### src/sv/sgr_pkg.sv
// Types, constants and the colour palette of the SGR colour parser.
package sgr_pkg;

    typedef enum logic [1:0] {
        MODE_PLAIN = 2'd0,
        MODE_ESC   = 2'd1,
        MODE_NUM   = 2'd2
    } mode_t;

    localparam logic [7:0] CHAR_ESC      = 8'd27;
    localparam logic [7:0] CHAR_LBRACKET = 8'h5B;
    localparam logic [7:0] CHAR_SEMI     = 8'h3B;
    localparam logic [7:0] CHAR_M        = 8'h6D;
    localparam logic [7:0] CHAR_ZERO     = 8'h30;
    localparam logic [7:0] CHAR_NINE     = 8'h39;

    localparam logic [6:0] BRIGHT_OFFSET = 7'd60;
    localparam logic [6:0] FG_DEFAULT    = 7'd39;
    localparam logic [6:0] BG_DEFAULT    = 7'd49;
    localparam logic [23:0] RGB_WHITE    = 24'hFFFFFF;

    typedef struct packed {
        logic       is_plain;
        logic [7:0] out_byte;
        logic [6:0] fg_code;
        logic [6:0] bg_code;
    } result_t;

    // Rows: normal foreground, normal background, bright foreground, bright background.
    // Each entry holds red in bits 7:0, green in 15:8 and blue in 23:16.
    localparam logic [23:0] PALETTE [4][8] = '{
        '{24'h000000, 24'h0000BB, 24'h008C00, 24'h00BBBB,
          24'hBB0000, 24'hBB00BB, 24'hB48C00, 24'hE5E5E5},
        '{24'h000000, 24'h0000BB, 24'h00BB00, 24'h0082FF,
          24'hBB0000, 24'hBB00BB, 24'hBBBB00, 24'hE5E5E5},
        '{24'h555555, 24'h0000FF, 24'h00B400, 24'h0082FF,
          24'hFF7F00, 24'hF500F5, 24'hF5F500, 24'hFFFFFF},
        '{24'h555555, 24'h5555FF, 24'h55FF55, 24'h55FFFF,
          24'hFF5555, 24'hFF55FF, 24'hFFFF55, 24'hFFFFFF}
    };

    function automatic logic [23:0] code_rgb(input logic [6:0] code);
        logic [23:0] rgb;
        case (code) inside
            [7'd30:7'd37]:   rgb = PALETTE[0][code[2:0] - 3'd6];
            [7'd40:7'd47]:   rgb = PALETTE[1][code[2:0]];
            [7'd90:7'd97]:   rgb = PALETTE[2][code[2:0] - 3'd2];
            [7'd100:7'd107]: rgb = PALETTE[3][code[2:0] - 3'd4];
            7'd49:           rgb = RGB_WHITE;
            default:         rgb = 24'h000000;
        endcase
        return rgb;
    endfunction

endpackage

### src/sv/ansi_sgr_color_parser_core.sv
// Byte filter that strips ANSI control sequences and tracks the SGR colour codes.
// The result of an accepted byte is registered in the output register, or in the skid register.
// Throughput: one byte per cycle while in_stall is low; the parser state updates with the result.
// A skid register holds one result while the output is stalled, so input stall rises
// only when both the output register and the skid register are full.
// Reset (asynchronous, active low) returns to plain text with colours 39 and 49.
module ansi_sgr_color_parser_core #(
    parameter int NUMBER_WIDTH = 16
) (
    input  logic        clk,
    input  logic        rst_n,
    input  logic        in_valid,
    output logic        in_stall,
    input  logic [7:0]  text_byte,
    output logic        out_valid,
    input  logic        out_stall,
    output logic        is_plain,
    output logic [7:0]  out_byte,
    output logic [6:0]  fg_code,
    output logic [6:0]  bg_code,
    output logic [23:0] fg_rgb,
    output logic [23:0] bg_rgb
);

    localparam logic [NUMBER_WIDTH-1:0] ACC_MAX = {NUMBER_WIDTH{1'b1}};

    sgr_pkg::mode_t          mode_reg, mode_next;
    logic [NUMBER_WIDTH-1:0] acc_reg, acc_next;
    logic [1:0]              count_reg, count_next;
    logic [NUMBER_WIDTH-1:0] first_reg, first_next;
    logic                    second_one_reg, second_one_next;
    logic [6:0]              fg_reg, fg_next;
    logic [6:0]              bg_reg, bg_next;

    logic                    out_valid_reg, out_valid_next;
    logic                    skid_valid_reg, skid_valid_next;
    sgr_pkg::result_t        out_data_reg, skid_data_reg;

    logic                    accept;
    logic                    out_fire;
    logic                    plain;
    logic [NUMBER_WIDTH+3:0] acc_product;
    logic [1:0]              count_closed;
    logic [NUMBER_WIDTH-1:0] first_closed;
    logic                    second_one_closed;
    logic [NUMBER_WIDTH:0]   colour;
    sgr_pkg::result_t        result;

    assign accept   = in_valid && !in_stall;
    assign out_fire = out_valid_reg && !out_stall;
    assign in_stall = skid_valid_reg;

    // Ten times the accumulator plus the new digit, wide enough never to wrap.
    assign acc_product = ({4'b0000, acc_reg} << 3) + ({4'b0000, acc_reg} << 1)
                       + {{NUMBER_WIDTH{1'b0}}, text_byte[3:0]};

    always_comb
    begin
        first_closed      = first_reg;
        second_one_closed = second_one_reg;
        if (count_reg == 2'd0)
        begin
            first_closed = acc_reg;
        end
        else if (count_reg == 2'd1)
        begin
            second_one_closed = (acc_reg == {{(NUMBER_WIDTH-1){1'b0}}, 1'b1});
        end
        count_closed = (count_reg == 2'd3) ? count_reg : count_reg + 2'd1;

        colour = {1'b0, first_closed};
        if (count_closed == 2'd2 && second_one_closed)
        begin
            colour = colour + {{(NUMBER_WIDTH-6){1'b0}}, sgr_pkg::BRIGHT_OFFSET};
        end
    end

    always_comb
    begin
        mode_next       = mode_reg;
        acc_next        = acc_reg;
        count_next      = count_reg;
        first_next      = first_reg;
        second_one_next = second_one_reg;
        fg_next         = fg_reg;
        bg_next         = bg_reg;
        plain           = 1'b0;
        case (mode_reg)
            sgr_pkg::MODE_ESC:
            begin
                if (text_byte == sgr_pkg::CHAR_LBRACKET)
                begin
                    mode_next       = sgr_pkg::MODE_NUM;
                    acc_next        = '0;
                    count_next      = 2'd0;
                    first_next      = '0;
                    second_one_next = 1'b0;
                end
                else
                begin
                    mode_next = sgr_pkg::MODE_PLAIN;
                    plain     = 1'b1;
                end
            end
            sgr_pkg::MODE_NUM:
            begin
                if (text_byte >= sgr_pkg::CHAR_ZERO && text_byte <= sgr_pkg::CHAR_NINE)
                begin
                    if (acc_product > {4'b0000, ACC_MAX})
                    begin
                        acc_next = ACC_MAX;
                    end
                    else
                    begin
                        acc_next = acc_product[NUMBER_WIDTH-1:0];
                    end
                end
                else
                begin
                    acc_next        = '0;
                    count_next      = count_closed;
                    first_next      = first_closed;
                    second_one_next = second_one_closed;
                    if (text_byte != sgr_pkg::CHAR_SEMI)
                    begin
                        mode_next = sgr_pkg::MODE_PLAIN;
                        if (text_byte == sgr_pkg::CHAR_M)
                        begin
                            if (colour == '0)
                            begin
                                fg_next = sgr_pkg::FG_DEFAULT;
                                bg_next = sgr_pkg::BG_DEFAULT;
                            end
                            else if ((colour >= 30 && colour <= 37) || colour == 39
                                     || (colour >= 90 && colour <= 97))
                            begin
                                fg_next = colour[6:0];
                            end
                            else if ((colour >= 40 && colour <= 47) || colour == 49
                                     || (colour >= 100 && colour <= 107))
                            begin
                                bg_next = colour[6:0];
                            end
                        end
                    end
                end
            end
            default:
            begin
                if (text_byte == sgr_pkg::CHAR_ESC)
                begin
                    mode_next = sgr_pkg::MODE_ESC;
                end
                else
                begin
                    mode_next = sgr_pkg::MODE_PLAIN;
                    plain     = 1'b1;
                end
            end
        endcase

        result.is_plain = plain;
        result.out_byte = text_byte;
        result.fg_code  = fg_next;
        result.bg_code  = bg_next;
    end

    always_comb
    begin
        out_valid_next  = out_valid_reg;
        skid_valid_next = skid_valid_reg;
        if (accept)
        begin
            if (out_fire || !out_valid_reg)
            begin
                out_valid_next = 1'b1;
            end
            else
            begin
                skid_valid_next = 1'b1;
            end
        end
        else if (out_fire)
        begin
            out_valid_next  = skid_valid_reg;
            skid_valid_next = 1'b0;
        end
    end

    always_ff @(posedge clk or negedge rst_n)
    begin
        if (!rst_n)
        begin
            mode_reg       <= sgr_pkg::MODE_PLAIN;
            acc_reg        <= '0;
            count_reg      <= 2'd0;
            first_reg      <= '0;
            second_one_reg <= 1'b0;
            fg_reg         <= sgr_pkg::FG_DEFAULT;
            bg_reg         <= sgr_pkg::BG_DEFAULT;
            out_valid_reg  <= 1'b0;
            skid_valid_reg <= 1'b0;
        end
        else
        begin
            if (accept)
            begin
                mode_reg       <= mode_next;
                acc_reg        <= acc_next;
                count_reg      <= count_next;
                first_reg      <= first_next;
                second_one_reg <= second_one_next;
                fg_reg         <= fg_next;
                bg_reg         <= bg_next;
            end
            out_valid_reg  <= out_valid_next;
            skid_valid_reg <= skid_valid_next;
        end
    end

    always_ff @(posedge clk)
    begin
        if (accept && (out_fire || !out_valid_reg))
        begin
            out_data_reg <= result;
        end
        else if (out_fire && skid_valid_reg)
        begin
            out_data_reg <= skid_data_reg;
        end
        if (accept && out_valid_reg && !out_fire)
        begin
            skid_data_reg <= result;
        end
    end

    assign out_valid = out_valid_reg;
    assign is_plain  = out_data_reg.is_plain;
    assign out_byte  = out_data_reg.out_byte;
    assign fg_code   = out_data_reg.fg_code;
    assign bg_code   = out_data_reg.bg_code;
    assign fg_rgb    = sgr_pkg::code_rgb(out_data_reg.fg_code);
    assign bg_rgb    = sgr_pkg::code_rgb(out_data_reg.bg_code);

endmodule

### config.mk
export PLATFORM = sky130hd
export DESIGN_NAME = ansi_sgr_color_parser_core
export DESIGN_NICKNAME = d
export VERILOG_FILES = /design/src/sv/sgr_pkg.sv /design/src/sv/ansi_sgr_color_parser_core.sv
export SDC_FILE = /design/constraint.sdc
export NUM_CORES = 1
export LEC_CHECK = 0
export ABC_AREA = 1
export BUFFER_PORTS_ARGS = -buffer_cell sky130_fd_sc_hd__buf_2
export CORE_MARGIN = 2
export CORE_UTILIZATION = 35
export DETAILED_ROUTE_END_ITERATION = 8
export PLACE_DENSITY = 0.54
export SLEW_MARGIN = 20
export SYNTH_ARGS = -nofsm -noshare
export SYNTH_HDL_FRONTEND = slang
export SYNTH_SLANG_ARGS = --single-unit
### constraint.sdc
create_clock -name clk -period 4.5 [get_ports clk]
set_clock_uncertainty 0.1 [all_clocks]
set_input_delay 0.45 -clock clk [delete_from_list [all_inputs] [get_ports clk]]
set_output_delay 0.45 -clock clk [all_outputs]
set_load 0.05 [all_outputs]
## Word-level counts from Yosys, hierarchy flattened

Memories as Yosys holds them, arrays and structs flattened.
Index checks and enable logic that the tools add are counted.

| storage, ports and cells | value |
|---|---|
| bits in read-only memories | 1536 |
| bits of input ports | 12 |
| register bits | 99 |
| memories kept | 8 |
| output and inout bits | 73 |
| logic and storage cells | 208 |

| operators by class | value |
|---|---|
| bitwise operators | 8 |
| eq/ne operators | 19 |
| order comparisons | 35 |
| add/subtract/negate cells | 10 |
| reductions and logical operators | 39 |
| multiplexer cells | 72 |

Memory list:

| memory | words | bits a word | read ports | clocked after memory_dff | wr ports | line | text |
|---|---|---|---|---|---|---|---|
| (name not given) | 8 | 24 | 1 | 0 | 0 | sgr_pkg.sv:48 | `[7'd100:7'd107]: rgb = PALETTE[3][code[2:0] - 3'd4];` |
| (name not given) | 8 | 24 | 1 | 0 | 0 | sgr_pkg.sv:47 | `[7'd90:7'd97]: rgb = PALETTE[2][code[2:0] - 3'd2];` |
| (name not given) | 8 | 24 | 1 | 0 | 0 | sgr_pkg.sv:46 | `[7'd40:7'd47]: rgb = PALETTE[1][code[2:0]];` |
| (name not given) | 8 | 24 | 1 | 0 | 0 | sgr_pkg.sv:45 | `[7'd30:7'd37]: rgb = PALETTE[0][code[2:0] - 3'd6];` |
| (name not given) | 8 | 24 | 1 | 0 | 0 | sgr_pkg.sv:48 |  |
| (name not given) | 8 | 24 | 1 | 0 | 0 | sgr_pkg.sv:47 |  |
| 2 more memories | - | - | - | - | - | - |  |

Operators with widths:

| kind | count |
|---|---|
| 24-bit 2-to-1 mux | 26 |
| 7-bit 2-to-1 mux | 13 |
| 16-bit 2-to-1 mux | 5 |
| 16-bit case mux with 2 select lines | 2 |
| 23-bit 2-to-1 mux | 2 |
| 17-bit by 6-bit equality test with 1-bit output (second input constant) | 2 |
| 17-bit by 7-bit greater-or-equal comparator with 1-bit output (second input constant) | 2 |
| 17-bit by 6-bit <= comparator with 1-bit output (second input constant) | 2 |
| 17-bit by 7-bit <= comparator with 1-bit output (second input constant) | 2 |
| 4-bit greater-or-equal comparator (second input constant) | 8 |
| 3-bit inverter with 4-bit output | 8 |
| 7-bit greater-or-equal comparator (second input constant) | 4 |
| 7-bit by 6-bit <= comparator with 1-bit output (second input constant) | 4 |
| 7-bit <= comparator (second input constant) | 4 |
| 19-bit by 17-bit adder with 20-bit output | 1 |
| 20-bit by 4-bit adder with 20-bit output | 1 |
| 20-bit by 16-bit greater-than comparator with 1-bit output (second input constant) | 1 |
| 1-bit logical AND | 20 |
| 16-bit by 6-bit adder with 17-bit output (second input constant) | 1 |
| 17-bit by 5-bit greater-or-equal comparator with 1-bit output (second input constant) | 1 |
| 17-bit by 6-bit greater-or-equal comparator with 1-bit output (second input constant) | 1 |
| 17-bit zero test | 1 |
| 17-bit 2-to-1 mux | 1 |
| 16-bit by 1-bit equality test with 1-bit output (second input constant) | 1 |
| other kinds (26) | 70 |

## Logic depth before layout (Yosys ltp)

| depth | value |
|---|---|
| word-level depth | 17 |
| depth in mapped cells | 23 |
| mapped depth without buffers | 23 |

## Least setup slack after synthesis

OpenSTA, ideal clock, no wires.

| timing | value |
|---|---|
| path kind | register to output |
| start point | reg out_data_reg (netlist bit bg_code[1]) |
| end point | out bg_rgb[7] |
| arrival | 3566 ps |
| setup slack | 384 ps |
| required time | 3950 ps |
| path buffers | 2 |
| stages on the path, launching flop included | 12 |
| cells stage by stage | edfxtp_1 inv_1 ha_1 nand2_1 nand2_1 a21o_1 nand2_1 inv_1 clkbuf_1 nor3_1 o21ai_0 buf_4 |

| on the way | value |
|---|---|
| cells in the longest elaborated chain, start to end | 9 |
| elaborated cells on any way between the ends | 37 |
| those cells by class | 3 x add/sub; 8 x order compare; 1 x eq/ne; 13 x mux; 4 x bitwise; 4 x reduce/logical; 4 x memory |

RTL lines:

| element | line | text |
|---|---|---|
| from (decl) | ansi_sgr_color_parser_core.sv:37 | `sgr_pkg::result_t out_data_reg, skid_data_reg;` |
| from (signal assigned) | ansi_sgr_color_parser_core.sv:225 | `out_data_reg <= result;` |
| from (signal assigned) | ansi_sgr_color_parser_core.sv:229 | `out_data_reg <= skid_data_reg;` |
| 3-bit subtractor | sgr_pkg.sv:48 |  |
| 3-bit inverter with 4-bit output (implied by the code) | sgr_pkg.sv:48 |  |
| memory read 8 x 24 bit | - |  |
| 24-bit 2-to-1 mux (implied by the code) (2 in series) | sgr_pkg.sv:48 |  |
| 24-bit 2-to-1 mux (3 in series) | sgr_pkg.sv:44 | `case (code) inside` |
| 24-bit 2-to-1 mux (*) | sgr_pkg.sv:44 |  |
| to (decl) | ansi_sgr_color_parser_core.sv:22 | `output logic [23:0] bg_rgb` |

Mark *: on every way between the ends. The rest lies on a longest branch, timed or not. The select of a mux whose other input is x is not followed.

## Worst setup path after layout

| timing | value |
|---|---|
| start point | reg out_data_reg (netlist bit fg_code[2]) |
| end point | out fg_rgb[22] |

| on the way | value |
|---|---|
| cells in the longest elaborated chain, start to end | 9 |
| elaborated cells on any way between the ends | 37 |
| those cells by class | 3 x add/sub; 8 x order compare; 1 x eq/ne; 13 x mux; 4 x bitwise; 4 x reduce/logical; 4 x memory |

RTL lines:

| element | line | text |
|---|---|---|
| 3-bit subtractor | sgr_pkg.sv:48 |  |
| 3-bit inverter with 4-bit output (implied by the code) | sgr_pkg.sv:48 |  |
| memory read 8 x 24 bit | - |  |
| 24-bit 2-to-1 mux (implied by the code) (2 in series) | sgr_pkg.sv:48 |  |
| 24-bit 2-to-1 mux (3 in series) | sgr_pkg.sv:44 |  |
| 24-bit 2-to-1 mux (*) | sgr_pkg.sv:44 |  |
| to (decl) | ansi_sgr_color_parser_core.sv:21 | `output logic [23:0] fg_rgb,` |

Marks and branches as above.

==> flow_summary_export.csv <==
group,metric,value,unit
run_status,result_of_the_run,"complete, no violations",
timing,finalSetupViolations,0,
yosys,seq_area_frac_synth,0.3341,
final_layout,area_growth_syn_to_layout,12.31,%
floorplanning,floorplan.rows,55,
yosys,synth_cells,1163,
setup_path,cp_endpoint_kind,"primary output",
drt,num_vias,7820,
final_layout,largest_reg_flops,23,
setup_path,worstSetupPathDepth,11,
yosys,count_of_flip_flops_with_a_built_in_enable_after_synthesis,46,
power,cellLeakagePower,0.004567,uW
final_layout,num-nets-final,1310,
timing,clock.fmax,0.2620,GHz
timing,setup_ws_post_layout,0.6836,ns
setup_path,setup.worst_path.start_class,"register",
setup_path,max_stage_delay_cell_worst_path,"edfxtp_1",
global_route,use_met1,0.2522,
final_layout,instances_no_fill,1528,
cts,numCtsBuffers,9,
setup_path,cp_num_buf_inv,4,
final_layout,most_common_cell_after_layout_fill_and_taps_aside,"nand2_1",
cts,worst_skew_pair.late_latency,0.37,ns
drt,ant_nets,0,
yosys,syn-num-nets,1235,
cts,post-cts-setup-buffer-count,0,
cts,clkSinkCount,99,
yosys,ys_warn_count,0,
timing,worst_slew_pin_slew,0.9126,ns
setup_path,timing.reg2reg.worst_path_depth,17,
timing,max_slew_margin,0.3889,
job,maxCapViolCount,0,
global_route,grt_pass1_vias,7379,
timing,period_share,0.8481,
setup_path,crit_fanout,13,
cts,clk_pin_slew_worst_paths,0.08,ns
timing,min_period,3.816,ns
drt,dr.first_iter.drc_count,497,
timing,timing.setup.tns,0,ns
drt,route.detailed.wl_per_inst,14.74,microns
setup_path,cp_data_required_time,3.95,ns
floorplanning,initial_core_util,0.3581,
setup_path,timing.critical_path.cells,"clkinv_1 -> ha_1 -> a21boi_0 -> o21ai_0 -> nand2_1 -> clkinv_1 -> a21oi_1 -> inv_1 -> nor2_1 -> nand2_1 -> buf_2",
drt,drc_errors,0,
cts,cts_htree_levels,3,
yosys,synth-main-ff-cell,"edfxtp_1",
global_route,grtUsageMet3,0.01994,
power,ir_worst_vdd,0.0003821,V
global_route,remaining_global_route_overflow,0,
setup_path,cpPeakStageDelay,0.57,ns
floorplanning,floorplan.die_area,24470,sq um
floorplanning,floorplan.core_area,22710,sq um
yosys,post_synth.cell_area_avg,6.992,sq um
global_route,grt_max_degree,42,
final_layout,layout.cells.most_common_list,"nand2_1 (347), inv_1 (135), nand3_1 (99)",
power,finalPower,5812,uW
drt,detail_route.wirelength,22520,microns
placed_design,globalplace.congestion,0.9128,
placed_design,dp_slack,0.7563,ns
setup_path,critical-path-top-delay-family,"buffers and inverters",
global_route,antenna_violations_before_repair,0,
cts,cts.root.buffer_cell,"clkbuf_16",
global_route,gr-usage-all-layers,0.1875,
placed_design,port_buffers,84,
drt,drt-vias-per-instance,5.118,
setup_path,path_class,"register to primary output",
final_layout,final_layout_size_suffix_gt1_frac,0.1344,
timing,finalHoldViolations,0,
min_path,hold-path-cell-count,1,
cts,cts_tree,"done",
yosys,synthArstFlopShare,0.5354,
floorplanning,die_w,156.4,microns
yosys,synth_area,8132,sq um
global_route,globalRoute.busiestLayer,"met2",
yosys,synth.ff_latch_count,99,
placed_design,detailed_place_hpwl,17550,microns
global_route,globalRouteMet2Util,0.3176,
timing,setup_repair_after_global_routing_missed_its_margin,"false",
floorplanning,floorplan.io_pins,85,
timing,slew_violations,0,
power,power_density,636.4,nW/um^2
global_route,grt_first_pass_wirelength,37170,microns
drt,detailedRoute.firstPassIterationCount,5,
yosys,post_synth_num_cell_types,48,
floorplanning,die_span_y,156.4,microns
cts,cts-root-to-sink-buffers,2,
min_path,hp-class,"input port to register",
setup_path,cp.arrival,3.27,ns
placed_design,placed_cells,1511,
final_layout,n_antenna_cell,0,
## synth_stat cells (5+ instances only)
cell / number / area share
nor2_2: 5 / 0.0038
inv_2: 13 / 0.0060
dfstp_2: 7 / 0.023
nand2_1: 347 / 0.16
nor2_1: 90 / 0.042
o21ai_2: 6 / 0.0065
o21bai_1: 5 / 0.0046
dfrtp_1: 46 / 0.14
a31oi_1: 8 / 0.0062
clkinv_1: 5 / 0.0023
o22ai_1: 13 / 0.010
nor2_4: 6 / 0.0083
clkbuf_1: 16 / 0.0074
o21ai_0: 80 / 0.049
nand3_1: 99 / 0.061
o2111ai_1: 7 / 0.0075
a21oi_1: 49 / 0.030
xor2_1: 6 / 0.0065
nand2_2: 5 / 0.0038
edfxtp_1: 46 / 0.17
nor3_1: 10 / 0.0062
nand4_1: 26 / 0.020
inv_1: 135 / 0.062
o211ai_1: 8 / 0.0074
buf_4: 11 / 0.010
ha_1: 58 / 0.089
o21ai_1: 10 / 0.0062
or2_2: 7 / 0.0054
## per-stage QoR
step                      cell area, sq um  hold WS, ns    util
after floorplan                       8132      0.05441       -
after global placement                8813       0.3174  0.3881
after detailed placement              8813       0.3104  0.3881
after CTS                             9133       0.1869  0.4021
after global routing                  9133       0.1883  0.4021
final                                 9133       0.1948  0.4021
## power by group
| group | switching [uW] | internal [uW] |
|---|---|---|
| sequential | 181 | 1160 |
| combinational | 2790 | 863 |
| clock | 412 | 403 |
| total | 3390 | 2430 |
## path summary, 6_finish.rpt
| kind | from | endpoint | slack [ns] |
|---|---|---|---|
| max in group asynchronous | rst_n | bg_reg[0] | 2.98 |
| hold reg to reg | fg_reg[0] | fg_reg[0] | 0.38 |
| setup reg to reg | count_reg[1] | skid_data_reg[11] | 0.69 |
| hold / removal | text_byte[0] | skid_data_reg[14] | 0.19 |
| setup / recovery | fg_code[2] | fg_rgb[22] | 0.68 |
| min in group asynchronous | rst_n | fg_reg[3] | 0.44 |
## per-layer routing
metal  routed length (microns)  part of all wire  vias to the layer above
li1                          -                 -                     4020
met1                     10500              0.47                     3554
met2                     10640              0.47                      220
met3                      1034             0.046                       26
met4                       336             0.015                        0
met5                         0                 0                        -
## what timing repair did
action / 4_1_cts / 5_1_grt
resized for setup: 0 / 0
hold endpoints to repair: 6 / 0
hold buffers: 1 / 0
## area by class of cell
type                    count  area (sq um)
clock inverters             7         83.83
flip-flops and latches     99          2716
well taps                 285         356.6
clock buffers               9         225.2
multi-input cells         883          4693
fillers                  2399         13580
inverters                 153         574.3
repair buffers             92         483.0
## worst register-to-register path, delay by kind of cell, from the launching register on
kind / cells / cell delay, ns
flops: 1 / 0.46
fa+ha+maj: 1 / 0.26
simple gates: 15 / 2.56
xor+xnor: 1 / 0.20
## logic make-up after synthesis
logic type / share of synthesized area
xor+xnor: 0.008617
simple gates: 0.3296
buf+inv: 0.08955
mux: 0.001231
compound gates: 0.1428
fa+ha+maj: 0.09417
flops: 0.3341
(Power assumes the default switching activity.)
